`src/design/ccfi_pkg.sv`:
```
// ccfi_pkg: shared types, codes, widths and the closure offset table of the face indexer
// depends on nothing; every design file refers to it by scoped names
package ccfi_pkg;

    localparam int MAX_SIDE       = 256;
    localparam int SIZE_W         = 9;
    localparam int GRID_W         = 10;
    localparam int IDX_W          = 28;
    localparam int G01_W          = 2 * GRID_W;
    localparam int S01_W          = 2 * SIZE_W - 1;
    localparam int CCOUNT_W       = G01_W + GRID_W;
    localparam int VCOUNT_W       = S01_W + SIZE_W;
    localparam int T_W            = 2 * GRID_W + 2;
    localparam int BITS_PER_STAGE = 2;
    localparam int DIV_STAGES     = IDX_W / BITS_PER_STAGE;
    localparam int K_W            = 5;

    localparam logic [1:0] OP_FACES    = 2'd0;
    localparam logic [1:0] OP_CLOSURE  = 2'd1;
    localparam logic [1:0] OP_INCIDENT = 2'd2;
    localparam logic [1:0] OP_UNUSED   = 2'd3;

    localparam logic [1:0] KIND_VALID    = 2'd0;
    localparam logic [1:0] KIND_OUTSIDE  = 2'd1;
    localparam logic [1:0] KIND_NO_FACES = 2'd2;
    localparam logic [1:0] KIND_RANGE    = 2'd3;

    localparam logic [1:0] REG_SIZE_X = 2'd0;
    localparam logic [1:0] REG_SIZE_Y = 2'd1;
    localparam logic [1:0] REG_SIZE_Z = 2'd2;

    localparam logic [K_W-1:0] CLOSURE_COUNT = K_W'(27);

    typedef struct packed {
        logic [1:0]       opcode;
        logic [IDX_W-1:0] item_index;
    } ccfi_in_t;

    typedef struct packed {
        logic [IDX_W-1:0] result_index;
        logic [1:0]       cell_dimension;
        logic [1:0]       kind;
        logic             is_last;
    } ccfi_out_t;

    typedef struct packed {
        logic [SIZE_W-1:0]   s0;
        logic [SIZE_W-1:0]   s1;
        logic [SIZE_W-1:0]   s2;
        logic [GRID_W-1:0]   g0;
        logic [GRID_W-1:0]   g1;
        logic [GRID_W-1:0]   g2;
        logic [G01_W-1:0]    g01;
        logic [S01_W-1:0]    s01;
        logic [CCOUNT_W-1:0] ccount;
        logic [VCOUNT_W-1:0] vcount;
    } ccfi_geom_t;

    typedef struct packed {
        logic [1:0]        op;
        logic [IDX_W-1:0]  item;
        logic [GRID_W-1:0] c0;
    } ccfi_side_t;

    typedef struct packed {
        logic [1:0]       op;
        logic [IDX_W-1:0] item;
        logic             err;
        logic [2:0]       odd;
        logic [1:0]       dim;
        logic [2:0]       out_first;
        logic [2:0]       out_second;
        logic [IDX_W-1:0] base;
    } ccfi_job_t;

    // closure offsets {ox, oy, oz}, two bits each
    function automatic logic [5:0] closure_off(input logic [K_W-1:0] k);
        logic [5:0] o;
        case (k)
            5'd0:    o = 6'b00_00_00;
            5'd1:    o = 6'b10_00_00;
            5'd2:    o = 6'b01_00_00;
            5'd3:    o = 6'b00_10_00;
            5'd4:    o = 6'b00_01_00;
            5'd5:    o = 6'b10_10_00;
            5'd6:    o = 6'b10_01_00;
            5'd7:    o = 6'b01_10_00;
            5'd8:    o = 6'b01_01_00;
            5'd9:    o = 6'b00_00_10;
            5'd10:   o = 6'b00_00_01;
            5'd11:   o = 6'b10_00_10;
            5'd12:   o = 6'b10_00_01;
            5'd13:   o = 6'b01_00_10;
            5'd14:   o = 6'b01_00_01;
            5'd15:   o = 6'b00_10_10;
            5'd16:   o = 6'b00_10_01;
            5'd17:   o = 6'b00_01_10;
            5'd18:   o = 6'b00_01_01;
            5'd19:   o = 6'b10_10_10;
            5'd20:   o = 6'b10_10_01;
            5'd21:   o = 6'b10_01_10;
            5'd22:   o = 6'b10_01_01;
            5'd23:   o = 6'b01_10_10;
            5'd24:   o = 6'b01_10_01;
            5'd25:   o = 6'b01_01_10;
            5'd26:   o = 6'b01_01_01;
            default: o = 6'b00_00_00;
        endcase
        return o;
    endfunction

endpackage

```
`src/design/ccfi_coord.sv`:
```
// ccfi_coord: range check, axis flags and the two-stage base index multiply
// depends on ccfi_pkg
module ccfi_coord (
    input  logic                        clk,
    input  logic                        rst_n,
    input  logic                        en,
    input  logic                        in_valid,
    input  logic [ccfi_pkg::IDX_W-1:0]  q2,
    input  logic [ccfi_pkg::GRID_W-1:0] r2,
    input  ccfi_pkg::ccfi_side_t        side,
    input  ccfi_pkg::ccfi_geom_t        geom,
    output logic                        job_valid,
    output ccfi_pkg::ccfi_job_t         job
);

    localparam int GW = ccfi_pkg::GRID_W;
    localparam int SW = ccfi_pkg::SIZE_W;

    logic                       d_valid_reg;
    logic [1:0]                 d_op_reg;
    logic [ccfi_pkg::IDX_W-1:0] d_item_reg;
    logic                       d_err_reg;
    logic [GW-1:0]              d_c_reg [3];
    logic [ccfi_pkg::T_W-1:0]   d_t_reg;

    logic                       err_next;
    logic [GW-1:0]              c2;
    logic [GW:0]                a1, a2;
    logic [GW-1:0]              m1;
    logic [ccfi_pkg::T_W-1:0]   t_next;

    logic                       p_valid_reg;
    ccfi_pkg::ccfi_job_t        p_job_reg;
    ccfi_pkg::ccfi_job_t        job_next;
    logic [GW:0]                a0;
    logic [GW-1:0]              m0;
    logic [SW-1:0]              half [3];
    logic [SW-1:0]              half_m1 [3];
    logic [SW-1:0]              sz [3];

    assign c2 = q2[GW-1:0];

    always_comb
    begin
        case (side.op)
            ccfi_pkg::OP_CLOSURE:
                err_next = {{(ccfi_pkg::IDX_W + 2 - ccfi_pkg::VCOUNT_W){1'b0}}, geom.vcount}
                           <= {2'b00, side.item};
            ccfi_pkg::OP_FACES, ccfi_pkg::OP_INCIDENT:
                err_next = geom.ccount <= {2'b00, side.item};
            default:
                err_next = 1'b1;
        endcase
        // the closure multiplier for y uses the grid width, not the voxel size
        if (side.op == ccfi_pkg::OP_CLOSURE)
        begin
            a1 = {r2, 1'b0};
            a2 = {c2, 1'b0};
            m1 = geom.g1;
        end
        else
        begin
            a1 = {2'b00, r2[GW-1:1]};
            a2 = {2'b00, c2[GW-1:1]};
            m1 = {1'b0, geom.s1};
        end
        t_next = ccfi_pkg::T_W'(a1) + ccfi_pkg::T_W'(m1) * ccfi_pkg::T_W'(a2);
    end

    always_ff @(posedge clk or negedge rst_n)
    begin
        if (!rst_n)
            d_valid_reg <= 1'b0;
        else if (en)
            d_valid_reg <= in_valid;
    end

    always_ff @(posedge clk)
    begin
        if (en)
        begin
            d_op_reg   <= side.op;
            d_item_reg <= side.item;
            d_err_reg  <= err_next;
            d_c_reg[0] <= side.c0;
            d_c_reg[1] <= r2;
            d_c_reg[2] <= c2;
            d_t_reg    <= t_next;
        end
    end

    assign sz[0] = geom.s0;
    assign sz[1] = geom.s1;
    assign sz[2] = geom.s2;

    always_comb
    begin
        if (d_op_reg == ccfi_pkg::OP_CLOSURE)
        begin
            a0 = {d_c_reg[0], 1'b0};
            m0 = geom.g0;
        end
        else
        begin
            a0 = {2'b00, d_c_reg[0][GW-1:1]};
            m0 = {1'b0, geom.s0};
        end
        job_next.op   = d_op_reg;
        job_next.item = d_item_reg;
        job_next.err  = d_err_reg;
        job_next.base = ccfi_pkg::IDX_W'(a0)
                        + ccfi_pkg::IDX_W'(m0) * ccfi_pkg::IDX_W'(d_t_reg);
        for (int i = 0; i < 3; i++)
        begin
            half[i]    = d_c_reg[i][GW-1:1];
            half_m1[i] = half[i] - SW'(1);
            job_next.odd[i]        = d_c_reg[i][0];
            job_next.out_first[i]  = half[i] >= sz[i];
            job_next.out_second[i] = (d_c_reg[i] == '0) || (half_m1[i] >= sz[i]);
        end
        job_next.dim = 2'({1'b0, d_c_reg[0][0]} + {1'b0, d_c_reg[1][0]}
                          + {1'b0, d_c_reg[2][0]});
    end

    always_ff @(posedge clk or negedge rst_n)
    begin
        if (!rst_n)
            p_valid_reg <= 1'b0;
        else if (en)
            p_valid_reg <= d_valid_reg;
    end

    always_ff @(posedge clk)
    begin
        if (en)
            p_job_reg <= job_next;
    end

    assign job_valid = p_valid_reg;
    assign job       = p_job_reg;

endmodule

```
`config.mk`:
```
export PLATFORM = sky130hd
export DESIGN_NAME = ccfi_coord
export DESIGN_NICKNAME = d
export VERILOG_FILES = /design/src/design/ccfi_pkg.sv /design/src/design/ccfi_coord.sv
export SDC_FILE = /design/constraint.sdc
export NUM_CORES = 1
export LEC_CHECK = 0
export BUFFER_PORTS_ARGS = -buffer_cell sky130_fd_sc_hd__buf_4
export CAP_MARGIN = 5
export CORE_MARGIN = 1
export CORE_UTILIZATION = 50
export DETAILED_ROUTE_END_ITERATION = 16
export MAX_ROUTING_LAYER = met4
export PLACE_DENSITY_LB_ADDON = 0.05
export SYNTH_ARGS = -nofsm -noshare
export SYNTH_HDL_FRONTEND = slang
export SYNTH_SLANG_ARGS = --single-unit
```
`constraint.sdc`:
```
create_clock -name clk -period 15.2 [get_ports clk]
set_input_delay 3.04 -clock clk [delete_from_list [all_inputs] [get_ports clk]]
set_output_delay 3.04 -clock clk [all_outputs]
set_load 0.05 [all_outputs]
```
==> reports/metrics.cfg <==
[status]
status=complete, no violations

[synthesis]
syn_area_per_cell_um2=9.91
postSynthCellCount=1913
ys_seq_elements=155
yosysTopAreaCell=fa_1
synth_nets=2629
seq_area_frac_synth_pct=24.5
synth_flop_cell=edfxtp_1
synth.distinct_cells=57
synth-edff-count=153
ys_async_sr_fraction_pct=1.29
netlist_area_um2=19000
ys_top_cells_by_area=fa_1 26%, edfxtp_1 24%, ha_1 16%
yosysTopAreaCellShare_pct=26.1
yosys_warnings=0

[finish]
fin_nets=2837
largest_reg_flops=70
syn2layout_area_growth_pct=15.3
layout-drive-gt1-share_pct=13.8
final_area_um2=21900
fillerInstances=3292

[die]
start_util_pct=51.3
die_y_um=197
coreArea_um2=37000
die_w_um=197
io_pins=303
rows=70
dieArea_um2=38700

[routing]
wl_per_cell_um=17.5
ant_nets=0
dr.pass1.iters=5
drc_errors=0
vias_per_cell=5.19
drt_iter0_drc=737
vias=13706
routed_wl_um=46100

[timing]
skew_ns=0.0101
slew_headroom_pct=15.2
finalSetupViolations=0
tightest_slew_ns=1.27
fin_hold_ws_ns=0.421
rsz0062_at_grt=false
setup-tns-final_ns=0
post-route-period-util_pct=59.9
hold_viol=0
drv_slew=0
fmax_mhz=110
finalCriticalPeriod_ns=9.10

[clocking]
cts_setup_buffers=0
cts.clk_slew.worst_paths_ns=0.08
cts_buffers=17
clock_sinks=155
tritoncts=built
ctsResizeCount=0
root_buffer=clkbuf_16
cts_max_level=4
clock_latency_ns=0.46
ctsHoldBuffers=0
cts.path.max_buffers=2

[min_path]
min_to=job[58]
hold_start=d_item_reg[18]
hp-class=reg -> reg
hold_depth=0

[worst_setup_path]
critPathKind=in -> reg
cp-start-kind=input pin
crit_required_ns=15.39
rr_startpoint=d_op_reg[0]
crit_path_max_incr_delay_ns=0.56
reg2reg_to=job[23]
crit_family=adder cells
cp-end-kind=flip-flop
crit_chain=buf_4 -> nor2b_4 -> buf_4 -> nand2_1 -> o21ai_1 -> nand2_1 -> fa_1 -> inv_1 -> fa_1 -> fa_1 -> fa_1 -> inv_1 -> fa_1 -> inv_1 -> ha_1 -> a211oi_1 -> o211ai_1 -> o211ai_1 -> o21a_1 -> o211ai_1 -> a31o_1 -> a21oi_1 -> xnor2_1
cp_max_fo=65
r2r.worst_path.cells=20
worst-path-buf-inv=5
r2r_setup_slack_ns=8.06
cpMostUsedCell=fa_1
critical_path_arrival_ns=9.28
slowest_stage=buf_4

[place]
io_buffers=237
place_area_um2=21200
place_congestion=0.911
dp_hpwl_um=37200

[global_routing]
grt_use_total_pct=25.8
grt_pass1_vias=14325
antenna_found_initial=1
grt_start_max_net_pins=82
grt-ovfl-total=0
grt_pass1_wl_um=74400

[flow_run]
cap_viol_max_count=0

==> synthesized netlist by cell type, drive strengths merged (5+ instances only) <==
| master | number |
|---|---|
| o21bai | 7 |
| nand2b | 15 |
| mux2 | 6 |
| and2 | 92 |
| nor4 | 7 |
| mux2i | 15 |
| o211ai | 5 |
| a21o | 39 |
| clkbuf | 37 |
| ha | 237 |
| xor2 | 26 |
| a21oi | 61 |
| fa | 247 |
| inv | 363 |
| and3 | 34 |
| nor3 | 19 |
| edfxtp | 153 |
| nand4 | 11 |
| o21ai | 44 |
| nor2 | 61 |
| nand3 | 12 |
| buf | 19 |
| xnor2 | 40 |
| nor2b | 10 |
| a31oi | 5 |
| nand2 | 272 |
| o21a | 24 |
==> worst max-delay path by stage <==
stage | slack, ns | endpoint | startpoint | cells past startpoint
after floorplan | 6.51 | d_t_reg[20] | side[38] | 23
after global placement | 5.68 | d_t_reg[21] | side[38] | 22
after detailed placement | 5.61 | d_t_reg[21] | side[38] | 22
after CTS | 6.09 | d_t_reg[21] | side[38] | 22
after global routing | 5.77 | d_t_reg[21] | side[38] | 23
final | 6.10 | d_t_reg[21] | side[38] | 23
==> worst reg2reg max path, stage by stage (launching register included) <==
cell	delay [ns]
edfxtp_1	0.40
nor2b_4	0.14
buf_4	0.27
o21ai_2	1.00
nand2_1	0.21
fa_1	0.57
inv_1	0.06
fa_1	0.56
fa_1	0.44
fa_1	0.49
inv_1	0.05
fa_1	0.47
inv_1	0.04
ha_1	0.36
and4_1	0.26
and3_1	0.23
a2111oi_4	0.40
nor2_1	0.10
or3_1	0.33
and2_1	0.19
a311o_1	0.32
==> cell usage in the layout (no fill, tap or decap), drive strengths merged, types with 40 or more instances in the layout <==
cell / instances
xnor2: 40
fa: 247
inv: 369
nor2: 61
ha: 237
o21ai: 44
nand2: 272
edfxtp: 153
buf: 245
a21oi: 61
and2: 92
==> kinds of logic (layout without fill, tap and decap cells) <==
group / count (synthesis) / after routing / synth area share [%]
AOI/OAI and AO/OA: 222 / 222 / 7.78
xor gates and xnor gates: 66 / 66 / 3.05
adders and majority gates: 484 / 484 / 41.7
buffers and inverters: 419 / 640 / 8.30
DFF: 155 / 155 / 24.5
muxes: 21 / 21 / 1.15
other: 1 / 2 / 0.0198
and+or+nand+nor: 545 / 545 / 13.5
==> layout make-up <==
class                      count  area (um2)  area share, %
clock buffer                  17         425           1.95
antenna                        1        2.50         0.0115
inverter                     363        1360           6.24
tap                          504         631           2.89
multi-input combinational   1339       12800           58.4
timing repair buffer         245        1840           8.43
clock inverter                15         175          0.802
sequential                   155        4640           21.3
==> routing by layer <==
layer	up-vias	part of all wire [%]	track usage, %
met2	347	49	42.3
li1	6594	-	-
met5	-	0	-
met4	0	2.1	7.24
met1	6705	44	32.3
met3	60	5.5	5.44
==> stage by stage <==
step / utilization, % / instances / worst slack, ns
after CTS: 59.1 / 2638 / 6.09
after floorplan: - / 1913 / 6.51
after global routing: 59.1 / 2639 / 5.77
after detailed placement: 57.5 / 2606 / 5.61
after global placement: 57.5 / 2606 / 5.68
final: 59.1 / 2639 / 6.10
Power is not shown: default switching activity piles up to over one toggle a cycle in this logic, so the estimate is an artifact.
