===== src/design/ccfi_pkg.sv =====
// ccfi_pkg: shared types, codes, widths and the closure offset table of the face indexer
// depends on nothing; every design file refers to it by scoped names
package ccfi_pkg;

    localparam int MAX_SIDE       = 256;
    localparam int SIZE_W         = 9;
    localparam int GRID_W         = 10;
    localparam int IDX_W          = 28;
    localparam int G01_W          = 2 * GRID_W;
    localparam int S01_W          = 2 * SIZE_W - 1;
    localparam int CCOUNT_W       = G01_W + GRID_W;
    localparam int VCOUNT_W       = S01_W + SIZE_W;
    localparam int T_W            = 2 * GRID_W + 2;
    localparam int BITS_PER_STAGE = 2;
    localparam int DIV_STAGES     = IDX_W / BITS_PER_STAGE;
    localparam int K_W            = 5;

    localparam logic [1:0] OP_FACES    = 2'd0;
    localparam logic [1:0] OP_CLOSURE  = 2'd1;
    localparam logic [1:0] OP_INCIDENT = 2'd2;
    localparam logic [1:0] OP_UNUSED   = 2'd3;

    localparam logic [1:0] KIND_VALID    = 2'd0;
    localparam logic [1:0] KIND_OUTSIDE  = 2'd1;
    localparam logic [1:0] KIND_NO_FACES = 2'd2;
    localparam logic [1:0] KIND_RANGE    = 2'd3;

    localparam logic [1:0] REG_SIZE_X = 2'd0;
    localparam logic [1:0] REG_SIZE_Y = 2'd1;
    localparam logic [1:0] REG_SIZE_Z = 2'd2;

    localparam logic [K_W-1:0] CLOSURE_COUNT = K_W'(27);

    typedef struct packed {
        logic [1:0]       opcode;
        logic [IDX_W-1:0] item_index;
    } ccfi_in_t;

    typedef struct packed {
        logic [IDX_W-1:0] result_index;
        logic [1:0]       cell_dimension;
        logic [1:0]       kind;
        logic             is_last;
    } ccfi_out_t;

    typedef struct packed {
        logic [SIZE_W-1:0]   s0;
        logic [SIZE_W-1:0]   s1;
        logic [SIZE_W-1:0]   s2;
        logic [GRID_W-1:0]   g0;
        logic [GRID_W-1:0]   g1;
        logic [GRID_W-1:0]   g2;
        logic [G01_W-1:0]    g01;
        logic [S01_W-1:0]    s01;
        logic [CCOUNT_W-1:0] ccount;
        logic [VCOUNT_W-1:0] vcount;
    } ccfi_geom_t;

    typedef struct packed {
        logic [1:0]        op;
        logic [IDX_W-1:0]  item;
        logic [GRID_W-1:0] c0;
    } ccfi_side_t;

    typedef struct packed {
        logic [1:0]       op;
        logic [IDX_W-1:0] item;
        logic             err;
        logic [2:0]       odd;
        logic [1:0]       dim;
        logic [2:0]       out_first;
        logic [2:0]       out_second;
        logic [IDX_W-1:0] base;
    } ccfi_job_t;

    // closure offsets {ox, oy, oz}, two bits each
    function automatic logic [5:0] closure_off(input logic [K_W-1:0] k);
        logic [5:0] o;
        case (k)
            5'd0:    o = 6'b00_00_00;
            5'd1:    o = 6'b10_00_00;
            5'd2:    o = 6'b01_00_00;
            5'd3:    o = 6'b00_10_00;
            5'd4:    o = 6'b00_01_00;
            5'd5:    o = 6'b10_10_00;
            5'd6:    o = 6'b10_01_00;
            5'd7:    o = 6'b01_10_00;
            5'd8:    o = 6'b01_01_00;
            5'd9:    o = 6'b00_00_10;
            5'd10:   o = 6'b00_00_01;
            5'd11:   o = 6'b10_00_10;
            5'd12:   o = 6'b10_00_01;
            5'd13:   o = 6'b01_00_10;
            5'd14:   o = 6'b01_00_01;
            5'd15:   o = 6'b00_10_10;
            5'd16:   o = 6'b00_10_01;
            5'd17:   o = 6'b00_01_10;
            5'd18:   o = 6'b00_01_01;
            5'd19:   o = 6'b10_10_10;
            5'd20:   o = 6'b10_10_01;
            5'd21:   o = 6'b10_01_10;
            5'd22:   o = 6'b10_01_01;
            5'd23:   o = 6'b01_10_10;
            5'd24:   o = 6'b01_10_01;
            5'd25:   o = 6'b01_01_10;
            5'd26:   o = 6'b01_01_01;
            default: o = 6'b00_00_00;
        endcase
        return o;
    endfunction

endpackage


===== src/design/ccfi_divider.sv =====
// ccfi_divider: pipelined restoring divider, two quotient bits per stage, sideband carried along
// depends on ccfi_pkg
module ccfi_divider (
    input  logic                        clk,
    input  logic                        rst_n,
    input  logic                        en,
    input  logic                        in_valid,
    input  logic [ccfi_pkg::IDX_W-1:0]  dividend,
    input  logic [ccfi_pkg::GRID_W-1:0] divisor,
    input  ccfi_pkg::ccfi_side_t        in_side,
    output logic                        out_valid,
    output logic [ccfi_pkg::IDX_W-1:0]  quotient,
    output logic [ccfi_pkg::GRID_W-1:0] remainder,
    output ccfi_pkg::ccfi_side_t        out_side
);

    localparam int N = ccfi_pkg::DIV_STAGES;
    localparam int W = ccfi_pkg::IDX_W;
    localparam int R = ccfi_pkg::GRID_W;

    logic [N-1:0]         valid_reg;
    logic [R-1:0]         rem_reg  [N];
    logic [W-1:0]         work_reg [N];
    logic [R-1:0]         dvs_reg  [N];
    ccfi_pkg::ccfi_side_t side_reg [N];

    function automatic logic [R+W-1:0] div_steps(input logic [R-1:0] rem,
                                                 input logic [W-1:0] work,
                                                 input logic [R-1:0] d);
        logic [R-1:0] r;
        logic [W-1:0] w;
        logic [R:0]   trial;
        r = rem;
        w = work;
        for (int b = 0; b < ccfi_pkg::BITS_PER_STAGE; b++)
        begin
            trial = {r, w[W-1]};
            w = {w[W-2:0], 1'b0};
            if (trial >= {1'b0, d})
            begin
                trial = trial - {1'b0, d};
                w[0] = 1'b1;
            end
            r = trial[R-1:0];
        end
        return {r, w};
    endfunction

    for (genvar j = 0; j < N; j++)
    begin : g_stage
        logic                 vin;
        logic [R-1:0]         rin, din;
        logic [W-1:0]         win;
        ccfi_pkg::ccfi_side_t sin;
        logic [R-1:0]         rem_next;
        logic [W-1:0]         work_next;

        if (j == 0)
        begin : g_first
            assign vin = in_valid;
            assign rin = '0;
            assign win = dividend;
            assign din = divisor;
            assign sin = in_side;
        end
        else
        begin : g_rest
            assign vin = valid_reg[j-1];
            assign rin = rem_reg[j-1];
            assign win = work_reg[j-1];
            assign din = dvs_reg[j-1];
            assign sin = side_reg[j-1];
        end

        assign {rem_next, work_next} = div_steps(rin, win, din);

        always_ff @(posedge clk or negedge rst_n)
        begin
            if (!rst_n)
                valid_reg[j] <= 1'b0;
            else if (en)
                valid_reg[j] <= vin;
        end

        always_ff @(posedge clk)
        begin
            if (en)
            begin
                rem_reg[j]  <= rem_next;
                work_reg[j] <= work_next;
                dvs_reg[j]  <= din;
                side_reg[j] <= sin;
            end
        end
    end

    assign out_valid = valid_reg[N-1];
    assign quotient  = work_reg[N-1];
    assign remainder = rem_reg[N-1];
    assign out_side  = side_reg[N-1];

endmodule


===== config.mk =====
export PLATFORM = sky130hd
export DESIGN_NAME = ccfi_divider
export DESIGN_NICKNAME = d
export VERILOG_FILES = /design/src/design/ccfi_pkg.sv /design/src/design/ccfi_divider.sv
export SDC_FILE = /design/constraint.sdc
export NUM_CORES = 1
export LEC_CHECK = 0
export BUFFER_PORTS_ARGS = -buffer_cell sky130_fd_sc_hd__clkbuf_2
export CAP_MARGIN = 30
export CORE_MARGIN = 2
export CORE_UTILIZATION = 56
export CTS_CLUSTER_DIAMETER = 100
export DETAILED_ROUTE_END_ITERATION = 8
export GPL_ROUTABILITY_DRIVEN = 0
export PLACE_DENSITY = 0.72
export SYNTH_ARGS = -nofsm -noshare
export SYNTH_HDL_FRONTEND = slang
export SYNTH_SLANG_ARGS = --single-unit

===== constraint.sdc =====
create_clock -name clk -period 4.2 [get_ports clk]
set_input_delay 0.42 -clock clk [delete_from_list [all_inputs] [get_ports clk]]
set_output_delay 0.42 -clock clk [all_outputs]
set_load 0.02 [all_outputs]

==> flow_summary.json, run 1 <==
{
  "grt_pass1_vias": 30706,
  "drc": 0,
  "wl_per_cell_um": 18.3,
  "cts_root_buf": "clkbuf_16",
  "rows": 112,
  "h-tree-depth": 3,
  "clock-sinks": 1236,
  "cts_buffer_depth": 3,
  "antenna_left": 0,
  "peakVddDrop_mv": 0.566,
  "nNetsFinal": 4524,
  "fin_ws_ns": -0.239,
  "dp_hpwl_mm": 64.0,
  "synthesis.area_um2": 52300,
  "final_area_um2": 66100,
  "synth_edf_count": 1222,
  "leakagePower_nw": 25.6,
  "die_h_um": 310,
  "async_flop_share_pct": 1.13,
  "pwr_density_cell_nw_per_um2": 867,
  "yosysWarnings": 0,
  "start_kind": "flop",
  "wl_mm": 100,
  "antenna_found_initial": 0,
  "io_buffer_count": 160,
  "hold_ws_ns": 0.157,
  "cp.required_ns": 4.63,
  "finalCritPeriodShare_pct": 106,
  "maxCapViolations": 0,
  "coreArea_um2": 92900,
  "syn_inst": 3247,
  "synth_top_cell_area_share_pct": 70.2,
  "syn_area_per_cell_um2": 16.1,
  "total_power_mw": 57.3,
  "tightest_slew_ns": 0.734,
  "viasPerCell": 5.49,
  "drt-pass1-iter-count": 6,
  "fin_worst_skew_ns": 0.0419,
  "syn_nets": 3628,
  "grt_pass1_wl_mm": 156,
  "fin_crit_ns": 4.44,
  "setup_viol": 62,
  "ys_types": 77,
  "insertion_delay_ns": 0.72,
  "cp_max_fo": 9,
  "max_freq_mhz": 225,
  "track_usage_pct": 20.4,
  "synth-seq-cells": 1236,
  "hold_viol_final": 0,
  "syn2layout_area_growth_pct": 26.4,
  "status": "finished with violations",
  "drt_iter0_drc": 2281,
  "diodes": 0,
  "arrival_ns": 4.87,
  "numCtsBuffers": 117,
  "ys.flop_type": "edfxtp_1",
  "grt_max_degree": 124,
  "synth.most_common_cell": "edfxtp_1",
  "via_count": 30145,
  "design.die.area_um2": 95800,
  "fin_tns_setup_ns": -5.22,
  "globalRouteOverflowTotal": 0,
  "yosys.area.top_type": "edfxtp_1",
  "largest_register_ff_count": 560,
  "relSlewSlack_pct": 51.1,
  "yosysSeqAreaShare_pct": 70.9,
  "cts.clk_slew.worst_paths_ns": 0.07,
  "cp-end-kind": "flop",
  "placed_area_um2": 58000,
  "layout-drive-gt1-share_pct": 34.0,
  "rsz0062_at_grt": "true",
  "cts_tree": "yes",
  "ys_top_cells_by_area": "edfxtp_1, ha_1, mux2_2",
  "synth_common_cells": "edfxtp_1, ha_1, inv_1, mux2_2, a21oi_1",
  "hp-class": "input pin to asynchronous set/reset pin",
  "worstSetupPathType": "flop to flop",
  "violations": "negative setup slack",
  "utilization_pct": 71.1,
  "io_pins": 161,
  "initial_core_util_pct": 56.3,
  "slew_viol_final": 0,
  "fp.dieW_um": 310
}
==> kinds of logic (layout without fill, tap and decap cells) <==
kind of cell,after synthesis,count (layout),share of synthesized area (%)
DFF,1236,1236,70.9
muxes,249,249,5.31
AOI/OAI and AO/OA,537,540,6.71
buffers and inverters,270,1260,2.04
and+or+nand+nor,482,482,4.61
adders and majority gates,299,299,7.54
xor gates and xnor gates,174,174,2.92
==> layout by cell type, fill, tap and decap left out, types with 18 or more instances in the layout <==
master,n
ha_1,180
inv_2,57
nor3_1,46
nor2_1,127
nand4_1,35
o21ai_2,19
edfxtp_1,1222
buf_6,29
clkbuf_2,159
xor2_1,44
nand2b_1,20
clkinv_1,25
ha_4,80
fa_1,24
mux2_4,80
clkbuf_16,121
o21a_1,45
mux2i_1,24
buf_4,503
a21oi_1,103
dlygate4sd3_1,79
inv_1,186
o21ai_0,87
nand3_1,26
xnor2_1,129
mux2_2,137
nor2b_1,38
a21oi_2,28
a21o_1,64
o31a_1,18
clkinv_2,22
buf_12,21
nand2_1,82
==> timing repair <==
item	CTS	global route
setup endpoints to repair	126	140
gates resized for setup	201	267
setup buffers	96	74
endpoints found under the hold margin	92	0
hold buffers	79	0
gates cloned	10	2
pin swaps	76	117
==> stage by stage <==
step / worst slack, ns / instances
finish: -0.239 / 5494
global route: -0.399 / 5494
CTS: -0.262 / 5422
detailed placement: -0.275 / 5022
global placement: -0.212 / 5022
floorplan: -0.250 / 3247
==> critical path, cell delays in order, from the launching register on <==
cell      delay (ns)
edfxtp_1        0.41
inv_2           0.10
ha_4            0.21
nor2b_4         0.14
o31a_1          0.26
o31a_1          0.27
o211a_1         0.25
nand2b_4        0.20
mux2_2          0.32
ha_2            0.18
or4_1           0.54
o22a_1          0.19
a21o_1          0.18
o21bai_1        0.16
a311oi_2        0.20
buf_4           0.21
mux2_2          0.35
==> path summary, 6_finish.rpt <==
path	start	endpoint	slack, ns	cells past startpoint
max	dvs_reg[0][71]	rem_reg[1][9]	-0.24	16
min	rst_n	g_stage[4].vin	0.16	2
max reg2reg	dvs_reg[0][71]	rem_reg[1][9]	-0.24	16
min reg2reg	work_reg[0][100]	work_reg[0][130]	0.39	0
max in group asynchronous	rst_n	out_valid	3.80	2
min in group clk	en	side_reg[0][14]	0.23	1
==> power breakdown <==
part | internal, mW | switching (mW)
Sequential | 16.3 | 0.863
Combinational | 16.5 | 13.5
Clock | 5.63 | 4.49
Total | 38.4 | 18.9
==> routing by layer <==
layer,track usage [%],vias up,share of wire [%]
met2,34.9,923,51
li1,-,14198,-
met1,26.2,14724,41
met3,3.40,300,4.7
met4,7.89,0,3.4
met5,0,-,0
==> final cells by class <==
| class | instances | area [um2] |
|---|---|---|
| flip-flops and latches | 1236 | 37000 |
| fillers | 5683 | 26800 |
| multi-input cells | 1744 | 16500 |
| repair buffers | 800 | 6260 |
| clock buffers | 140 | 3120 |
| well taps | 1254 | 1570 |
| inverters | 244 | 918 |
| clock inverters | 76 | 656 |
Power figures use the tool's default switching activity.
==> run 2, diff against run 1 <==
==> constraint.sdc (replaced) <==
create_clock -name clk -period 4.2 [get_ports clk]
set_input_delay 0.63 -clock clk [delete_from_list [all_inputs] [get_ports clk]]
set_output_delay 0.63 -clock clk [all_outputs]
set_load 0.02 [all_outputs]
==> run 2 against run 1 <==
- the run still ends with negative setup slack left
- register-to-register slack worse by 0.03 ns
- cell area grew 0.64%
- utilization increased by 0.46 points
- first-iteration DRC count decreased by 4.6%
- count of clock-buffer cells in the layout fell by 3
- via count up 0.41%
- sequential cell count stayed put
- global-route usage decreased by 0.31 points
- routed wire length up 1.8%
==> flow_summary.json, run 2 (synthesized netlist as in run 1, its figures left out) <==
{
  "viasPerCell": 5.53,
  "setup_viol": 78,
  "leakagePower_nw": 25.8,
  "peakVddDrop_mv": 0.511,
  "layout-drive-gt1-share_pct": 36.7,
  "grt_max_degree": 90,
  "antenna_left": 0,
  "holdPathEnd": "side_reg[0][20]",
  "grt_pass1_wl_mm": 154,
  "hold_ws_ns": 0.0771,
  "cts_buffer_depth": 3,
  "path_cells": "ha_4 > nor2b_4 > o31a_1 > o31a_1 > o211a_1 > nand2b_4 > mux2_2 > ha_2 > or4_1 > o22a_1 > a21o_1 > o21bai_4 > a311oi_4 > buf_6 > mux2_2",
  "antenna_found_initial": 1,
  "hp-start": "in_side[20]",
  "r2r_cells": 15,
  "cts_root_buf": "clkbuf_16",
  "worstSetupPathType": "flop to flop",
  "rsz0062_at_grt": "true",
  "grt_pass1_vias": 30829,
  "h-tree-depth": 3,
  "cts.clk_slew.worst_paths_ns": 0.06,
  "final_area_um2": 66500,
  "numCtsBuffers": 118,
  "max_stage_delay_ns": 0.54,
  "clock-sinks": 1236,
  "drc": 0,
  "coreArea_um2": 92900,
  "cp_max_fo": 8,
  "status": "finished with violations",
  "drt_iter0_drc": 2177,
  "track_usage_pct": 20.1,
  "wl_mm": 102,
  "nNetsFinal": 4498,
  "final_cell_mix": "edfxtp_1, buf_4, inv_1",
  "initial_core_util_pct": 56.3,
  "hold_path_depth": 1,
  "die_h_um": 310,
  "fin_worst_skew_ns": 0.0363,
  "cp-end-kind": "flop",
  "pre_cts_slack_ns": -0.281,
  "cp.required_ns": 4.65,
  "r2r_slack_ns": -0.27,
  "insertion_delay_ns": 0.73,
  "hold_viol_final": 0,
  "largest_register_ff_count": 560,
  "placed_area_um2": 58100,
  "via_count": 30268,
  "dp_hpwl_mm": 64.4,
  "utilization_pct": 71.6,
  "io_buffer_count": 160,
  "hp-class": "input pin to flop",
  "maxCapViolations": 0,
  "start_kind": "flop",
  "r2r-start": "rem_reg[0][70]",
  "timing.rr.end": "rem_reg[1][5]",
  "relSlewSlack_pct": 44.6,
  "drt-pass1-iter-count": 6,
  "globalRouteOverflowTotal": 0,
  "violations": "negative setup slack",
  "fp.dieW_um": 310,
  "pwr_density_cell_nw_per_um2": 892,
  "design.die.area_um2": 95800,
  "arrival_ns": 4.92,
  "max_freq_mhz": 224,
  "syn2layout_area_growth_pct": 27.2,
  "cts_tree": "yes",
  "rows": 112,
  "wl_per_cell_um": 18.7,
  "tightest_slew_ns": 0.831,
  "fin_crit_ns": 4.47,
  "slew_viol_final": 0,
  "io_pins": 161,
  "fin_ws_ns": -0.270,
  "finalCritPeriodShare_pct": 106,
  "final_common_cell": "edfxtp_1",
  "diodes": 0,
  "slowest_stage": "or4_1"
}
run 2: changes by cell type in the layout (fill, tap and decap cells not counted), moves of 5 or more:
cell | previous run | this run
mux2_4 | 80 | 96
buf_4 | 503 | 540
bufinv_16 | 5 | 18
buf_6 | 29 | 41
a21oi_1 | 103 | 98
inv_2 | 57 | 66
mux2_2 | 137 | 121
ha_1 | 180 | 155
inv_1 | 186 | 176
dlygate4sd3_1 | 79 | 1
o21ai_2 | 19 | 24
o21ai_0 | 87 | 81
ha_4 | 80 | 101
run 2: worst max-delay path by stage:
stage / from / slack, ns / to
floorplan: dvs_reg[0][71] / -0.25 / rem_reg[1][2]
global placement: dvs_reg[1][18] / -0.17 / rem_reg[1][24]
detailed placement: work_reg[0][27] / -0.28 / rem_reg[0][12]
CTS: rem_reg[0][70] / -0.19 / rem_reg[1][5]
global route: rem_reg[0][70] / -0.37 / rem_reg[1][5]
finish: rem_reg[0][70] / -0.27 / rem_reg[1][5]
run 2: per-layer routing:
layer | global-route usage [%] | vias up | wire [um]
met5 | 0 | - | 17
met4 | 8.09 | 2 | 3870
met3 | 3.27 | 315 | 4590
met2 | 34.4 | 905 | 51600
met1 | 25.7 | 14892 | 42100
li1 | - | 14154 | -
run 2: final cells by class:
cell class              instances  area, um2
clock buffers                 137       3040
clock inverters                88       1030
fillers                      5621      26400
inverters                     244        921
multi-input cells            1744      17000
flip-flops and latches       1236      37000
well taps                    1254       1570
repair buffers                773       5950
run 2: worst max-delay path: cells and delay by family (launching register included):
family	cells	cell delay (ns)
adders and majority gates	2	0.46
muxes	2	0.65
AOI/OAI and AO/OA	7	1.62
buffers and inverters	1	0.18
DFF	1	0.44
and+or+nand+nor	3	0.86
run 2: per-stage QoR:
stage / std cells / TNS (ns) / total power, mW
3_3_place_gp: 5032 / -6.63 / 39.9
6_report: 5476 / -6.21 / 59.3
2_1_floorplan: 3247 / -2.04 / 33.7
4_1_cts: 5364 / -1.83 / 54.2
3_5_place_dp: 5032 / -21.23 / 41.1
5_1_grt: 5476 / -17.86 / 62.3
run 2: where the power goes:
| group | total (mW) | leakage [nW] | internal, mW | switching, mW |
|---|---|---|---|---|
| combinational | 31.3 | 11.7 | 17.2 | 14.1 |
| sequential | 17.2 | 12.1 | 16.3 | 0.874 |
| clock | 10.9 | 1.95 | 6.34 | 4.53 |
| total | 59.3 | 25.8 | 39.9 | 19.5 |
run 2: repair_timing:
item	CTS	global route
setup endpoints to repair	131	138
setup buffers	98	110
hold buffers	1	0
gates cloned	8	5
gates resized for setup	156	401
pin swaps	63	143
endpoints found under the hold margin	14	0
