==> src/design/ccfi_pkg.sv <==
// ccfi_pkg: shared types, codes, widths and the closure offset table of the face indexer
// depends on nothing; every design file refers to it by scoped names
package ccfi_pkg;

    localparam int MAX_SIDE       = 256;
    localparam int SIZE_W         = 9;
    localparam int GRID_W         = 10;
    localparam int IDX_W          = 28;
    localparam int G01_W          = 2 * GRID_W;
    localparam int S01_W          = 2 * SIZE_W - 1;
    localparam int CCOUNT_W       = G01_W + GRID_W;
    localparam int VCOUNT_W       = S01_W + SIZE_W;
    localparam int T_W            = 2 * GRID_W + 2;
    localparam int BITS_PER_STAGE = 2;
    localparam int DIV_STAGES     = IDX_W / BITS_PER_STAGE;
    localparam int K_W            = 5;

    localparam logic [1:0] OP_FACES    = 2'd0;
    localparam logic [1:0] OP_CLOSURE  = 2'd1;
    localparam logic [1:0] OP_INCIDENT = 2'd2;
    localparam logic [1:0] OP_UNUSED   = 2'd3;

    localparam logic [1:0] KIND_VALID    = 2'd0;
    localparam logic [1:0] KIND_OUTSIDE  = 2'd1;
    localparam logic [1:0] KIND_NO_FACES = 2'd2;
    localparam logic [1:0] KIND_RANGE    = 2'd3;

    localparam logic [1:0] REG_SIZE_X = 2'd0;
    localparam logic [1:0] REG_SIZE_Y = 2'd1;
    localparam logic [1:0] REG_SIZE_Z = 2'd2;

    localparam logic [K_W-1:0] CLOSURE_COUNT = K_W'(27);

    typedef struct packed {
        logic [1:0]       opcode;
        logic [IDX_W-1:0] item_index;
    } ccfi_in_t;

    typedef struct packed {
        logic [IDX_W-1:0] result_index;
        logic [1:0]       cell_dimension;
        logic [1:0]       kind;
        logic             is_last;
    } ccfi_out_t;

    typedef struct packed {
        logic [SIZE_W-1:0]   s0;
        logic [SIZE_W-1:0]   s1;
        logic [SIZE_W-1:0]   s2;
        logic [GRID_W-1:0]   g0;
        logic [GRID_W-1:0]   g1;
        logic [GRID_W-1:0]   g2;
        logic [G01_W-1:0]    g01;
        logic [S01_W-1:0]    s01;
        logic [CCOUNT_W-1:0] ccount;
        logic [VCOUNT_W-1:0] vcount;
    } ccfi_geom_t;

    typedef struct packed {
        logic [1:0]        op;
        logic [IDX_W-1:0]  item;
        logic [GRID_W-1:0] c0;
    } ccfi_side_t;

    typedef struct packed {
        logic [1:0]       op;
        logic [IDX_W-1:0] item;
        logic             err;
        logic [2:0]       odd;
        logic [1:0]       dim;
        logic [2:0]       out_first;
        logic [2:0]       out_second;
        logic [IDX_W-1:0] base;
    } ccfi_job_t;

    // closure offsets {ox, oy, oz}, two bits each
    function automatic logic [5:0] closure_off(input logic [K_W-1:0] k);
        logic [5:0] o;
        case (k)
            5'd0:    o = 6'b00_00_00;
            5'd1:    o = 6'b10_00_00;
            5'd2:    o = 6'b01_00_00;
            5'd3:    o = 6'b00_10_00;
            5'd4:    o = 6'b00_01_00;
            5'd5:    o = 6'b10_10_00;
            5'd6:    o = 6'b10_01_00;
            5'd7:    o = 6'b01_10_00;
            5'd8:    o = 6'b01_01_00;
            5'd9:    o = 6'b00_00_10;
            5'd10:   o = 6'b00_00_01;
            5'd11:   o = 6'b10_00_10;
            5'd12:   o = 6'b10_00_01;
            5'd13:   o = 6'b01_00_10;
            5'd14:   o = 6'b01_00_01;
            5'd15:   o = 6'b00_10_10;
            5'd16:   o = 6'b00_10_01;
            5'd17:   o = 6'b00_01_10;
            5'd18:   o = 6'b00_01_01;
            5'd19:   o = 6'b10_10_10;
            5'd20:   o = 6'b10_10_01;
            5'd21:   o = 6'b10_01_10;
            5'd22:   o = 6'b10_01_01;
            5'd23:   o = 6'b01_10_10;
            5'd24:   o = 6'b01_10_01;
            5'd25:   o = 6'b01_01_10;
            5'd26:   o = 6'b01_01_01;
            default: o = 6'b00_00_00;
        endcase
        return o;
    endfunction

endpackage

==> src/design/ccfi_emitter.sv <==
// ccfi_emitter: holds one decoded item; sends its results through an output register one per cycle unless stalled
// depends on ccfi_pkg
module ccfi_emitter (
    input  logic                 clk,
    input  logic                 rst_n,
    input  logic                 job_valid,
    input  ccfi_pkg::ccfi_job_t  job,
    output logic                 job_ready,
    input  ccfi_pkg::ccfi_geom_t geom,
    output logic                 result_valid,
    input  logic                 result_ready,
    output ccfi_pkg::ccfi_out_t  result
);

    localparam int W  = ccfi_pkg::IDX_W;
    localparam int KW = ccfi_pkg::K_W;

    logic                busy_reg, busy_next;
    logic [KW-1:0]       k_reg, k_next;
    ccfi_pkg::ccfi_job_t job_reg;
    logic                res_valid_reg, res_valid_next;
    ccfi_pkg::ccfi_out_t res_reg, res_next;

    logic                slot, emit, take, last;
    logic [KW-1:0]       count;
    ccfi_pkg::ccfi_out_t cur;

    logic [1:0]          axis;
    logic [W-1:0]        step;
    logic [5:0]          off;
    logic [W-1:0]        oy_term, oz_term;
    logic [2:0]          even, minus;
    logic [1:0]          rank [3];
    logic [2:0]          kc;
    logic                outside;
    logic [W-1:0]        sub;

    always_comb
    begin
        if (job_reg.err)
            count = KW'(1);
        else
        begin
            case (job_reg.op)
                ccfi_pkg::OP_FACES:
                    count = (job_reg.dim == 2'd0) ? KW'(1) : KW'({job_reg.dim, 1'b0});
                ccfi_pkg::OP_CLOSURE:
                    count = ccfi_pkg::CLOSURE_COUNT;
                ccfi_pkg::OP_INCIDENT:
                    count = KW'(4'd1 << (2'd3 - job_reg.dim));
                default:
                    count = KW'(1);
            endcase
        end
    end

    assign last = k_reg == count - KW'(1);

    // per-result index arithmetic
    always_comb
    begin
        kc = k_reg[2:0];
        case (k_reg[2:1])
            2'd0:    axis = job_reg.odd[0] ? 2'd0 : (job_reg.odd[1] ? 2'd1 : 2'd2);
            2'd1:    axis = (job_reg.odd[0] && job_reg.odd[1]) ? 2'd1 : 2'd2;
            default: axis = 2'd2;
        endcase
        case (axis)
            2'd0:    step = W'(1);
            2'd1:    step = W'(geom.g0);
            default: step = W'(geom.g01);
        endcase

        off     = ccfi_pkg::closure_off(k_reg);
        oy_term = (off[3] ? W'({geom.g0, 1'b0}) : W'(0)) + (off[2] ? W'(geom.g0) : W'(0));
        oz_term = (off[1] ? W'({geom.g01, 1'b0}) : W'(0)) + (off[0] ? W'(geom.g01) : W'(0));

        even    = ~job_reg.odd;
        rank[0] = 2'd0;
        rank[1] = {1'b0, even[0]};
        rank[2] = 2'({1'b0, even[0]} + {1'b0, even[1]});
        outside = 1'b0;
        for (int i = 0; i < 3; i++)
        begin
            minus[i] = even[i] && kc[rank[i]];
            outside  = outside | (minus[i] ? job_reg.out_second[i] : job_reg.out_first[i]);
        end
        sub = (minus[0] ? W'(1) : W'(0)) + (minus[1] ? W'(geom.s0) : W'(0))
            + (minus[2] ? W'(geom.s01) : W'(0));

        cur.is_last = last;
        if (job_reg.err)
        begin
            cur.result_index   = job_reg.item;
            cur.cell_dimension = 2'd0;
            cur.kind           = ccfi_pkg::KIND_RANGE;
        end
        else
        begin
            case (job_reg.op)
                ccfi_pkg::OP_FACES:
                begin
                    if (job_reg.dim == 2'd0)
                    begin
                        cur.result_index   = job_reg.item;
                        cur.cell_dimension = 2'd0;
                        cur.kind           = ccfi_pkg::KIND_NO_FACES;
                    end
                    else
                    begin
                        cur.result_index   = k_reg[0] ? job_reg.item + step
                                                      : job_reg.item - step;
                        cur.cell_dimension = job_reg.dim - 2'd1;
                        cur.kind           = ccfi_pkg::KIND_VALID;
                    end
                end
                ccfi_pkg::OP_CLOSURE:
                begin
                    cur.result_index   = job_reg.base + W'(off[5:4]) + oy_term + oz_term;
                    cur.cell_dimension = 2'({1'b0, off[4]} + {1'b0, off[2]} + {1'b0, off[0]});
                    cur.kind           = ccfi_pkg::KIND_VALID;
                end
                ccfi_pkg::OP_INCIDENT:
                begin
                    cur.cell_dimension = 2'd3;
                    if (outside)
                    begin
                        cur.result_index = '0;
                        cur.kind         = ccfi_pkg::KIND_OUTSIDE;
                    end
                    else
                    begin
                        cur.result_index = job_reg.base - sub;
                        cur.kind         = ccfi_pkg::KIND_VALID;
                    end
                end
                default:
                begin
                    cur.result_index   = job_reg.item;
                    cur.cell_dimension = 2'd0;
                    cur.kind           = ccfi_pkg::KIND_RANGE;
                end
            endcase
        end
    end

    // sequencing
    always_comb
    begin
        slot      = !res_valid_reg || result_ready;
        emit      = busy_reg && slot;
        job_ready = !busy_reg || (emit && last);
        take      = job_valid && job_ready;

        if (take)
            busy_next = 1'b1;
        else if (emit && last)
            busy_next = 1'b0;
        else
            busy_next = busy_reg;

        if (take)
            k_next = '0;
        else if (emit)
            k_next = k_reg + KW'(1);
        else
            k_next = k_reg;

        if (emit)
            res_valid_next = 1'b1;
        else if (result_ready)
            res_valid_next = 1'b0;
        else
            res_valid_next = res_valid_reg;

        res_next = emit ? cur : res_reg;
    end

    always_ff @(posedge clk or negedge rst_n)
    begin
        if (!rst_n)
        begin
            busy_reg      <= 1'b0;
            k_reg         <= '0;
            res_valid_reg <= 1'b0;
        end
        else
        begin
            busy_reg      <= busy_next;
            k_reg         <= k_next;
            res_valid_reg <= res_valid_next;
        end
    end

    always_ff @(posedge clk)
    begin
        if (take)
            job_reg <= job;
        res_reg <= res_next;
    end

    assign result_valid = res_valid_reg;
    assign result       = res_reg;

endmodule

==> config.mk <==
export PLATFORM = sky130hd
export DESIGN_NAME = ccfi_emitter
export DESIGN_NICKNAME = d
export VERILOG_FILES = /design/src/design/ccfi_pkg.sv /design/src/design/ccfi_emitter.sv
export SDC_FILE = /design/constraint.sdc
export NUM_CORES = 1
export LEC_CHECK = 0
export BUFFER_PORTS_ARGS = -buffer_cell sky130_fd_sc_hd__buf_2
export CORE_UTILIZATION = 40
export DETAILED_ROUTE_END_ITERATION = 6
export SYNTH_ARGS = -nofsm -noshare
export SYNTH_HDL_FRONTEND = slang
export SYNTH_SLANG_ARGS = --single-unit
export TNS_END_PERCENT = 1
==> constraint.sdc <==
create_clock -name clk -period 9.3 [get_ports clk]
set_input_delay 1.395 -clock clk [delete_from_list [all_inputs] [get_ports clk]]
set_output_delay 1.395 -clock clk [all_outputs]
set_load 0.05 [all_outputs]
==> results.sh, run 1 <==
export IMPL_yosys_warnings=0
export IMPL_pin_count=259
export IMPL_detail_route_antenna_nets=0
export IMPL_fin_util_pct=46.6
export IMPL_die_area_sq_mm=0.0294
export IMPL_synth_cell_types=81
export IMPL_synth_net_count=1642
export IMPL_drv_cap=0
export IMPL_grt_pass1_wl_microns=50400
export IMPL_routed_wl_microns=32100
export IMPL_vias=9654
export IMPL_worst_clock_skew_ns=0.0178
export IMPL_cts_clk_slew_worst_paths_ns=0.07
export IMPL_syn_avg_cell_area_sq_um=9.24
export IMPL_cp_arrival_ns=7.78
export IMPL_hp_class="flip-flop to flip-flop"
export IMPL_num_antenna_cells=0
export IMPL_htree_levels=3
export IMPL_post_cts_resized=0
export IMPL_synth_most_common_cell="inv_1"
export IMPL_synth_cells=1243
export IMPL_grt_overflow=0
export IMPL_tns_ns=0
export IMPL_p_total_mw=5.09
export IMPL_max_slew_worst_pin_slew_ns=1.04
export IMPL_fin_crit_ns=7.66
export IMPL_cts_hold_buf=0
export IMPL_regArea_sq_mm=0.00327
export IMPL_nets=1792
export IMPL_synth_seq_cells=110
export IMPL_cts_root_buf="clkbuf_16"
export IMPL_ir_drop_uv=158
export IMPL_cts_tree="yes"
export IMPL_final_max_slew_viol_count=0
export IMPL_wl_per_cell_microns=18.1
export IMPL_fmax_mhz=131
export IMPL_timing_final_hold_violations=0
export IMPL_grt_setup_unrepaired="false"
export IMPL_crit_path_start_kind="flip-flop"
export IMPL_status="complete, no violations"
export IMPL_multi_input_area_sq_mm=0.00759
export IMPL_setup_viol=0
export IMPL_die_height_microns=171
export IMPL_drtPass1Iterations=5
export IMPL_grt_pass1_vias=9344
export IMPL_drive_gt1_share_pct=15.5
export IMPL_dp_hpwl_microns=25600
export IMPL_initial_core_util_pct=41.0
export IMPL_viasPerCell=5.44
export IMPL_chipWidth_microns=171
export IMPL_rows=61
export IMPL_fp_coreArea_sq_mm=0.0280
export IMPL_worstPathRequired_ns=9.42
export IMPL_slew_limit_headroom_pct=30.8
export IMPL_grt_start_max_net_pins=76
export IMPL_cp_max_fo=13
export IMPL_worstSetupPathType="flip-flop to flip-flop"
export IMPL_place_ws_ns=1.74
export IMPL_area_delta_synth_final_pct=13.6
export IMPL_post_cts_buffers=0
export IMPL_n_fill_cell=2778
export IMPL_cts_buffers=9
export IMPL_critPathCaptureType="flip-flop"
export IMPL_cellLeakagePower_nw=5.89
export IMPL_synth_top_area_cell="edfxtp_1"
export IMPL_antenna_found_initial=1
export IMPL_clock_path_buffers=2
export IMPL_synth_top_flop_cell="edfxtp_1"
export IMPL_synthTopCellsByArea="edfxtp_1 27%, ha_1 13%, fa_1 9.4%"
export IMPL_synth_edff_count=103
export IMPL_fin_crit_sh_pct=82.3
export IMPL_largest_register_ff_count=70
export IMPL_drt_iter0_drc=763
export IMPL_port_buffer_count=164
export IMPL_cts_sinks=110
export IMPL_gp_congestion=0.918
export IMPL_async_flop_share_pct=6.36
export IMPL_power_density_mw_per_mm2=390
export IMPL_gr_usage_all_layers_pct=22.6
export IMPL_ys_seq_area_share_pct=28.5
export IMPL_syn_area_sq_mm=0.0115
export IMPL_synthTopCellsByCount="126 x inv_1, 121 x ha_1, 103 x edfxtp_1"
export IMPL_synth_top_area_share_pct=26.9
export IMPL_finalWorstSetupSlack_ns=1.64
export IMPL_clkLatencyLatePin_ns=0.38
export IMPL_drcViolationCount=0
-- path summary, 6_finish.rpt --
check	slack (ns)	endpoint	cells after the start	startpoint
setup reg to reg	1.64	result[26]	22	k_reg[0]
hold / removal	0.50	result_valid	1	busy_reg
setup / recovery	1.64	result[26]	22	k_reg[0]
hold reg to reg	0.50	result_valid	1	busy_reg
min in group asynchronous	0.86	busy_reg	1	rst_n
max in group asynchronous	8.28	k_reg[0]	1	rst_n
-- cell families (layout without fill, tap and decap cells) --
logic type | after synthesis | in the layout | synth area share, %
buf+inv | 166 | 321 | 5.50
flops | 110 | 110 | 28.5
simple gates | 347 | 347 | 15.6
fa+ha+maj | 175 | 175 | 22.6
mux | 12 | 12 | 1.31
compound gates | 342 | 342 | 19.6
xor+xnor | 91 | 91 | 6.94
-- final cells by class --
class	instances	share of cell area [%]
multi-input cells	967	58.2
flip-flops and latches	110	25.0
clock buffers	9	1.73
well taps	378	3.62
inverters	126	3.62
clock inverters	7	0.614
repair buffers	179	7.15
-- metal layers --
| layer | vias to the layer above | GRT usage, % | part of all wire, % |
|---|---|---|---|
| met4 | 2 | 3.80 | 0.78 |
| met2 | 248 | 36.1 | 45 |
| met3 | 15 | 3.34 | 5.7 |
| met5 | - | 0 | 0.031 |
| li1 | 4732 | - | - |
| met1 | 4657 | 32.6 | 49 |
-- layout by cell type, fill, tap and decap left out, types with 11 or more instances in the layout --
cell type / count
a21o_1: 38
a21oi_1: 89
a22oi_1: 16
a31oi_1: 14
and2_1: 64
and3_1: 12
buf_2: 164
buf_4: 15
edfxtp_1: 103
fa_1: 54
ha_1: 121
inv_1: 126
nand2_1: 102
nand2b_1: 14
nand3_1: 12
nor2_1: 71
nor3_1: 16
o211ai_1: 11
o21a_1: 11
o21ai_0: 72
xnor2_1: 44
xor2_1: 47
-- report_power, final --
group	leakage, nW	switching, mW	internal [mW]
clock	0.148	0.201	0.213
combinational	4.69	2.38	1.53
sequential	1.04	0.0941	0.672
total	5.89	2.68	2.41
-- stage by stage --
step | std cells | cell area [sq um] | hold slack (ns)
floorplan | 1243 | 11500 | 0.448
global placement | 1760 | 12700 | 0.458
detailed placement | 1760 | 12700 | 0.483
CTS | 1776 | 13000 | 0.503
global route | 1776 | 13000 | 0.527
finish | 1776 | 13000 | 0.498
-- worst max-delay path: stages (launching register included) --
cell,delay [ns]
dfrtp_1,0.65
inv_1,0.43
ha_1,0.47
o21ai_0,0.17
nand2_1,0.07
o21ai_1,0.50
and2_1,0.26
fa_1,0.45
fa_1,0.55
inv_1,0.06
fa_1,0.52
inv_1,0.04
ha_1,0.25
fa_1,0.45
a211oi_1,0.30
o31ai_1,0.17
o311ai_0,0.59
a21oi_1,0.28
a31oi_1,0.42
o21bai_1,0.13
xnor2_1,0.25
o22ai_1,0.12
a221o_1,0.27
Note: power is estimated with default switching activity, not from simulation.
==> run 2, diff against run 1 <==
--- a/config.mk
+++ b/config.mk
@@ -5,6 +5,7 @@
 export SDC_FILE = /design/constraint.sdc
 export NUM_CORES = 1
 export LEC_CHECK = 0
+export ABC_AREA = 1
 export BUFFER_PORTS_ARGS = -buffer_cell sky130_fd_sc_hd__buf_2
 export CORE_UTILIZATION = 40
 export DETAILED_ROUTE_END_ITERATION = 6
==> constraint.sdc (replaced) <==
create_clock -name clk -period 6.38 [get_ports clk]
set_input_delay 0.957 -clock clk [delete_from_list [all_inputs] [get_ports clk]]
set_output_delay 0.957 -clock clk [all_outputs]
set_load 0.05 [all_outputs]
==> results.sh, run 2 <==
export IMPL_cellLeakagePower_nw=6.95
export IMPL_synth_top_area_share_pct=25.2
export IMPL_rows=63
export IMPL_ir_drop_uv=256
export IMPL_fin_util_pct=46.3
export IMPL_detail_route_antenna_nets=0
export IMPL_fin_crit_ns=5.82
export IMPL_die_height_microns=177
export IMPL_cts_tree="yes"
export IMPL_worstPathRequired_ns=6.53
export IMPL_placement_cell_area_sq_mm=0.0136
export IMPL_vias=11610
export IMPL_slew_limit_headroom_pct=42.5
export IMPL_drive_gt1_share_pct=12.4
export IMPL_drt_iter0_drc=725
export IMPL_p_int_mw=3.55
export IMPL_synth_top_area_cell="edfxtp_1"
export IMPL_fmax_mhz=172
export IMPL_cts_clk_slew_worst_paths_ns=0.08
export IMPL_synth_most_common_cell="nand2_1"
export IMPL_clkPwrFrac_pct=6.3
export IMPL_area_delta_synth_final_pct=12.7
export IMPL_largest_register_ff_count=70
export IMPL_tns_ns=0
export IMPL_async_flop_share_pct=6.36
export IMPL_grt_setup_unrepaired="false"
export IMPL_post_cts_buffers=0
export IMPL_drv_cap=0
export IMPL_yosys_warnings=0
export IMPL_max_slew_worst_pin_slew_ns=0.857
export IMPL_worstSetupPathType="flip-flop to flip-flop"
export IMPL_dp_hpwl_microns=33000
export IMPL_ff2ff_path_depth=25
export IMPL_gr_usage_all_layers_pct=25.5
export IMPL_synthTopCellsByArea="edfxtp_1 25%, ha_1 12%, nand2_1 10%"
export IMPL_swShare_pct=58.9
export IMPL_synth_top_flop_cell="edfxtp_1"
export IMPL_cts_buffers=9
export IMPL_cts_root_buf="clkbuf_16"
export IMPL_fin_area_sq_mm=0.0139
export IMPL_synth_edff_count=103
export IMPL_grt_pass1_wl_microns=60100
export IMPL_synthTopCellsByCount="340 x nand2_1, 303 x inv_1, 187 x nor2_1"
export IMPL_viasPerCell=5.17
export IMPL_clock_path_buffers=2
export IMPL_p_switching_mw=5.08
export IMPL_htree_levels=3
export IMPL_gp_congestion=0.902
export IMPL_initial_core_util_pct=41.1
export IMPL_fin_cells=2246
export IMPL_drtPass1Iterations=5
export IMPL_cp_arrival_ns=5.97
export IMPL_rrSetupSlack_ns=0.56
export IMPL_cp_max_fo=8
export IMPL_combPwrFrac_pct=79.8
export IMPL_most_common_layout_cells="340 x nand2_1, 303 x inv_1, 187 x nor2_1"
export IMPL_critPathCaptureType="flip-flop"
export IMPL_worst_clock_skew_ns=0.0125
export IMPL_final_max_slew_viol_count=0
export IMPL_r2r_start="k_reg[1]"
export IMPL_rr_endpoint="result[26]"
export IMPL_drcViolationCount=0
export IMPL_power_density_mw_per_mm2=623
export IMPL_synth_seq_cells=110
export IMPL_grt_overflow=0
export IMPL_n_fill_cell=3118
export IMPL_wl_per_cell_microns=17.3
export IMPL_setup_viol=0
export IMPL_die_area_sq_mm=0.0314
export IMPL_hp_class="input pin to async pin"
export IMPL_syn_avg_cell_area_sq_um=7.28
export IMPL_timing_final_hold_violations=0
export IMPL_synth_net_count=2088
export IMPL_antenna_found_initial=2
export IMPL_ys_seq_area_share_pct=26.6
export IMPL_crit_path_start_kind="flip-flop"
export IMPL_cts_sinks=110
export IMPL_clkLatencyLatePin_ns=0.39
export IMPL_p_total_mw=8.64
export IMPL_pin_count=259
export IMPL_synth_cell_types=55
export IMPL_synth_cells=1689
export IMPL_fin_crit_sh_pct=91.2
export IMPL_routed_wl_microns=38900
export IMPL_nets=2249
export IMPL_final_common_cell="nand2_1"
export IMPL_port_buffer_count=164
export IMPL_syn_area_sq_mm=0.0123
export IMPL_fp_coreArea_sq_mm=0.0300
export IMPL_seqPwrFrac_pct=13.9
export IMPL_placedCellCount=2229
export IMPL_grt_pass1_vias=11198
export IMPL_chipWidth_microns=177
export IMPL_grt_start_max_net_pins=40
export IMPL_status="complete, no violations"
run 2: logic make-up (layout without fill, tap and decap cells):
| family | after synthesis | count (layout) | synth area share (%) |
|---|---|---|---|
| AND/OR/NAND/NOR | 698 | 698 | 24.2 |
| AO/OA/AOI/OAI | 330 | 330 | 15.0 |
| adder cells (fa/ha/maj) | 175 | 175 | 21.1 |
| flip-flops | 110 | 110 | 26.6 |
| XOR/XNOR | 36 | 36 | 2.56 |
| other | 0 | 1 | 0 |
| buffers and inverters | 340 | 506 | 10.6 |
run 2: repair_timing:
action                                  4_1_cts  5_1_grt
hold buffers                                  0        0
endpoints found under the setup margin        0        1
endpoints found under the hold margin         0        0
gates resized for setup                       0        1
run 2: critical path, cell delays in order (launching register included):
cell	delay, ns
dfrtp_1	0.52
ha_1	0.31
ha_1	0.21
a21oi_1	0.17
o21ai_0	0.12
nand2_1	0.19
nor2_1	0.09
fa_1	0.49
fa_1	0.54
inv_1	0.05
fa_1	0.53
inv_1	0.04
ha_1	0.25
fa_1	0.44
nand2_1	0.11
nand2_1	0.05
o21ai_0	0.16
inv_1	0.10
a21oi_2	0.29
o21ai_0	0.18
nand2_1	0.10
nand2_1	0.06
o21ai_0	0.29
nand3_1	0.14
nand2_1	0.09
nand2_1	0.05
run 2: metal layers:
metal / vias to the layer above / part of all wire, % / wire (microns) / global-route usage (%)
met5: - / 0 / 0 / 0
li1: 5888 / - / - / -
met2: 315 / 45 / 17600 / 41.6
met3: 28 / 5.8 / 2270 / 4.20
met1: 5379 / 47 / 18400 / 35.2
met4: 0 / 1.5 / 600 / 6.09
run 2: per-stage QoR:
step,worst slack (ns),hold slack (ns)
floorplan,0.786,0.527
global placement,0.514,0.482
detailed placement,0.464,0.504
CTS,0.451,0.374
global route,0.0706,0.386
finish,0.564,0.386
run 2: cell type report:
cell class | count | area (sq um) | share of cell area [%]
multi-input cells | 1239 | 7740 | 55.8
diodes | 1 | 2.50 | 0.0181
repair buffers | 176 | 911 | 6.57
clock inverters | 4 | 32.5 | 0.235
well taps | 390 | 488 | 3.52
flip-flops and latches | 110 | 3270 | 23.6
clock buffers | 12 | 236 | 1.71
inverters | 314 | 1180 | 8.53
run 2: worst max-delay path by stage:
stage,slack (ns),to,from
2_1_floorplan,0.79,result[26],k_reg[0]
3_3_place_gp,0.51,result[26],k_reg[1]
3_5_place_dp,0.46,result[26],k_reg[1]
4_1_cts,0.45,result[26],k_reg[1]
5_1_grt,0.07,result[26],k_reg[1]
6_report,0.56,result[26],k_reg[1]
run 2: power by group through the flow:
stage	Clock (mW)	Combinational, mW	Sequential [mW]
global route	0.583	7.79	1.22
floorplan	0	4.71	1.52
detailed placement	0	6.80	1.22
CTS	0.564	6.85	1.20
global placement	0	6.75	1.21
finish	0.546	6.89	1.20
==> run 3, diff against run 2 <==
--- a/config.mk
+++ b/config.mk
@@ -5,7 +5,6 @@
 export SDC_FILE = /design/constraint.sdc
 export NUM_CORES = 1
 export LEC_CHECK = 0
-export ABC_AREA = 1
 export BUFFER_PORTS_ARGS = -buffer_cell sky130_fd_sc_hd__buf_2
 export CORE_UTILIZATION = 40
 export DETAILED_ROUTE_END_ITERATION = 6
==> results.sh, run 3 (synthesized netlist as in run 1, its figures left out) <==
export IMPL_status="complete, no violations"
export IMPL_grt_pass1_vias=9343
export IMPL_grt_setup_unrepaired="false"
export IMPL_fin_util_pct=47.1
export IMPL_power_density_mw_per_mm2=570
export IMPL_gr_usage_all_layers_pct=22.7
export IMPL_timing_final_hold_violations=0
export IMPL_worst_clock_skew_ns=0.0167
export IMPL_rows=61
export IMPL_placement_cell_area_sq_mm=0.0129
export IMPL_cts_hold_buf=0
export IMPL_port_buffer_count=164
export IMPL_drv_cap=0
export IMPL_die_height_microns=171
export IMPL_cp_max_fo=5
export IMPL_place_ws_ns=0.353
export IMPL_antenna_found_initial=0
export IMPL_drcViolationCount=0
export IMPL_fin_crit_sh_pct=94.1
export IMPL_max_slew_worst_pin_slew_ns=1.03
export IMPL_htree_levels=3
export IMPL_chipWidth_microns=171
export IMPL_fp_coreArea_sq_mm=0.0280
export IMPL_drive_gt1_share_pct=16.7
export IMPL_viasPerCell=5.40
export IMPL_dp_hpwl_microns=25800
export IMPL_use_met2_pct=35.9
export IMPL_final_max_slew_viol_count=0
export IMPL_grt_overflow=0
export IMPL_cp_arrival_ns=6.12
export IMPL_num_antenna_cells=0
export IMPL_slew_limit_headroom_pct=31.0
export IMPL_post_cts_buffers=0
export IMPL_global_route_usage_met3_pct=2.97
export IMPL_setup_viol=0
export IMPL_cts_sinks=110
export IMPL_ir_drop_uv=258
export IMPL_most_common_layout_cells="164 x buf_2, 126 x inv_1, 121 x ha_1"
export IMPL_vias=9678
export IMPL_grt_busiest_layer="met2"
export IMPL_critPathCaptureType="flip-flop"
export IMPL_hp_class="input pin to async pin"
export IMPL_tns_ns=0
export IMPL_die_area_sq_mm=0.0294
export IMPL_fin_area_sq_mm=0.0132
export IMPL_largest_register_ff_count=70
export IMPL_regArea_sq_mm=0.00327
export IMPL_finalHoldWorstSlack_ns=0.409
export IMPL_initial_core_util_pct=41.0
export IMPL_area_delta_synth_final_pct=14.9
export IMPL_grt_start_max_net_pins=76
export IMPL_multi_input_area_sq_mm=0.00761
export IMPL_wl_per_cell_microns=18.0
export IMPL_gp_congestion=0.901
export IMPL_cts_root_buf="clkbuf_16"
export IMPL_post_cts_resized=0
export IMPL_grt_pass1_wl_microns=50600
export IMPL_n_fill_cell=2753
export IMPL_detail_route_antenna_nets=0
export IMPL_fin_crit_ns=6.00
export IMPL_cts_buffers=9
export IMPL_cts_clk_slew_worst_paths_ns=0.08
export IMPL_finalWorstSetupSlack_ns=0.379
export IMPL_pin_count=259
export IMPL_drt_iter0_drc=730
export IMPL_worstSetupPathType="flip-flop to flip-flop"
export IMPL_drtPass1Iterations=5
export IMPL_crit_path_start_kind="flip-flop"
export IMPL_worstPathRequired_ns=6.50
export IMPL_nets=1809
export IMPL_cts_tree="yes"
export IMPL_final_common_cell="buf_2"
export IMPL_routed_wl_microns=32300
export IMPL_fmax_mhz=167
export IMPL_clkLatencyLatePin_ns=0.38
export IMPL_clock_path_buffers=2
export IMPL_met1_usage_pct=33.0
export IMPL_cellLeakagePower_nw=5.98
-- run 3: layout make-up --
class,instances,area share (%)
multi-input cells,967,57.7
flip-flops and latches,110,24.8
repair buffers,196,8.14
inverters,126,3.59
well taps,378,3.59
clock buffers,9,1.71
clock inverters,7,0.531
-- run 3: routing by layer --
metal / vias to the layer above / routed length [microns]
met4: 0 / 376
met2: 249 / 14300
met3: 23 / 1570
li1: 4758 / -
met5: - / 0
met1: 4648 / 16000
-- run 3: power by group --
part           leakage, nW  switching (mW)  internal, mW
Combinational         4.79            3.51          2.31
Sequential            1.04           0.110         0.980
Clock                0.147           0.320         0.279
Total                 5.98            3.94          3.57
-- run 3: worst paths after layout --
| kind | from | endpoint | slack (ns) | depth (start not counted) |
|---|---|---|---|---|
| min in group clk | busy_reg | result_valid | 0.48 | 1 |
| max in group asynchronous | rst_n | k_reg[1] | 5.80 | 1 |
| setup / recovery | k_reg[1] | result[26] | 0.38 | 21 |
| hold reg to reg | busy_reg | result_valid | 0.48 | 1 |
| hold / removal | rst_n | result_valid | 0.41 | 1 |
| setup reg to reg | k_reg[1] | result[26] | 0.38 | 21 |
-- run 3: worst max-delay path, cell delays in order, from the launching register on --
cell and delay [ns]:
dfrtp_1 0.42, inv_1 0.10, ha_1 0.34, mux4_2 0.47
o21a_1 0.24, fa_1 0.48, fa_1 0.55, inv_1 0.05
fa_1 0.53, inv_1 0.04, ha_1 0.24, fa_1 0.41
a211oi_1 0.28, o31ai_1 0.14, o311ai_1 0.25, buf_4 0.17
a21oi_1 0.10, a31oi_1 0.24, o21bai_1 0.10, xnor2_1 0.23
o22ai_1 0.11, a221o_1 0.27
-- run 3: metrics by stage --
stage / power, mW / std cells
finish: 7.51 / 1793
global route: 8.23 / 1793
CTS: 7.48 / 1793
detailed placement: 6.84 / 1777
global placement: 6.78 / 1777
floorplan: 5.37 / 1243
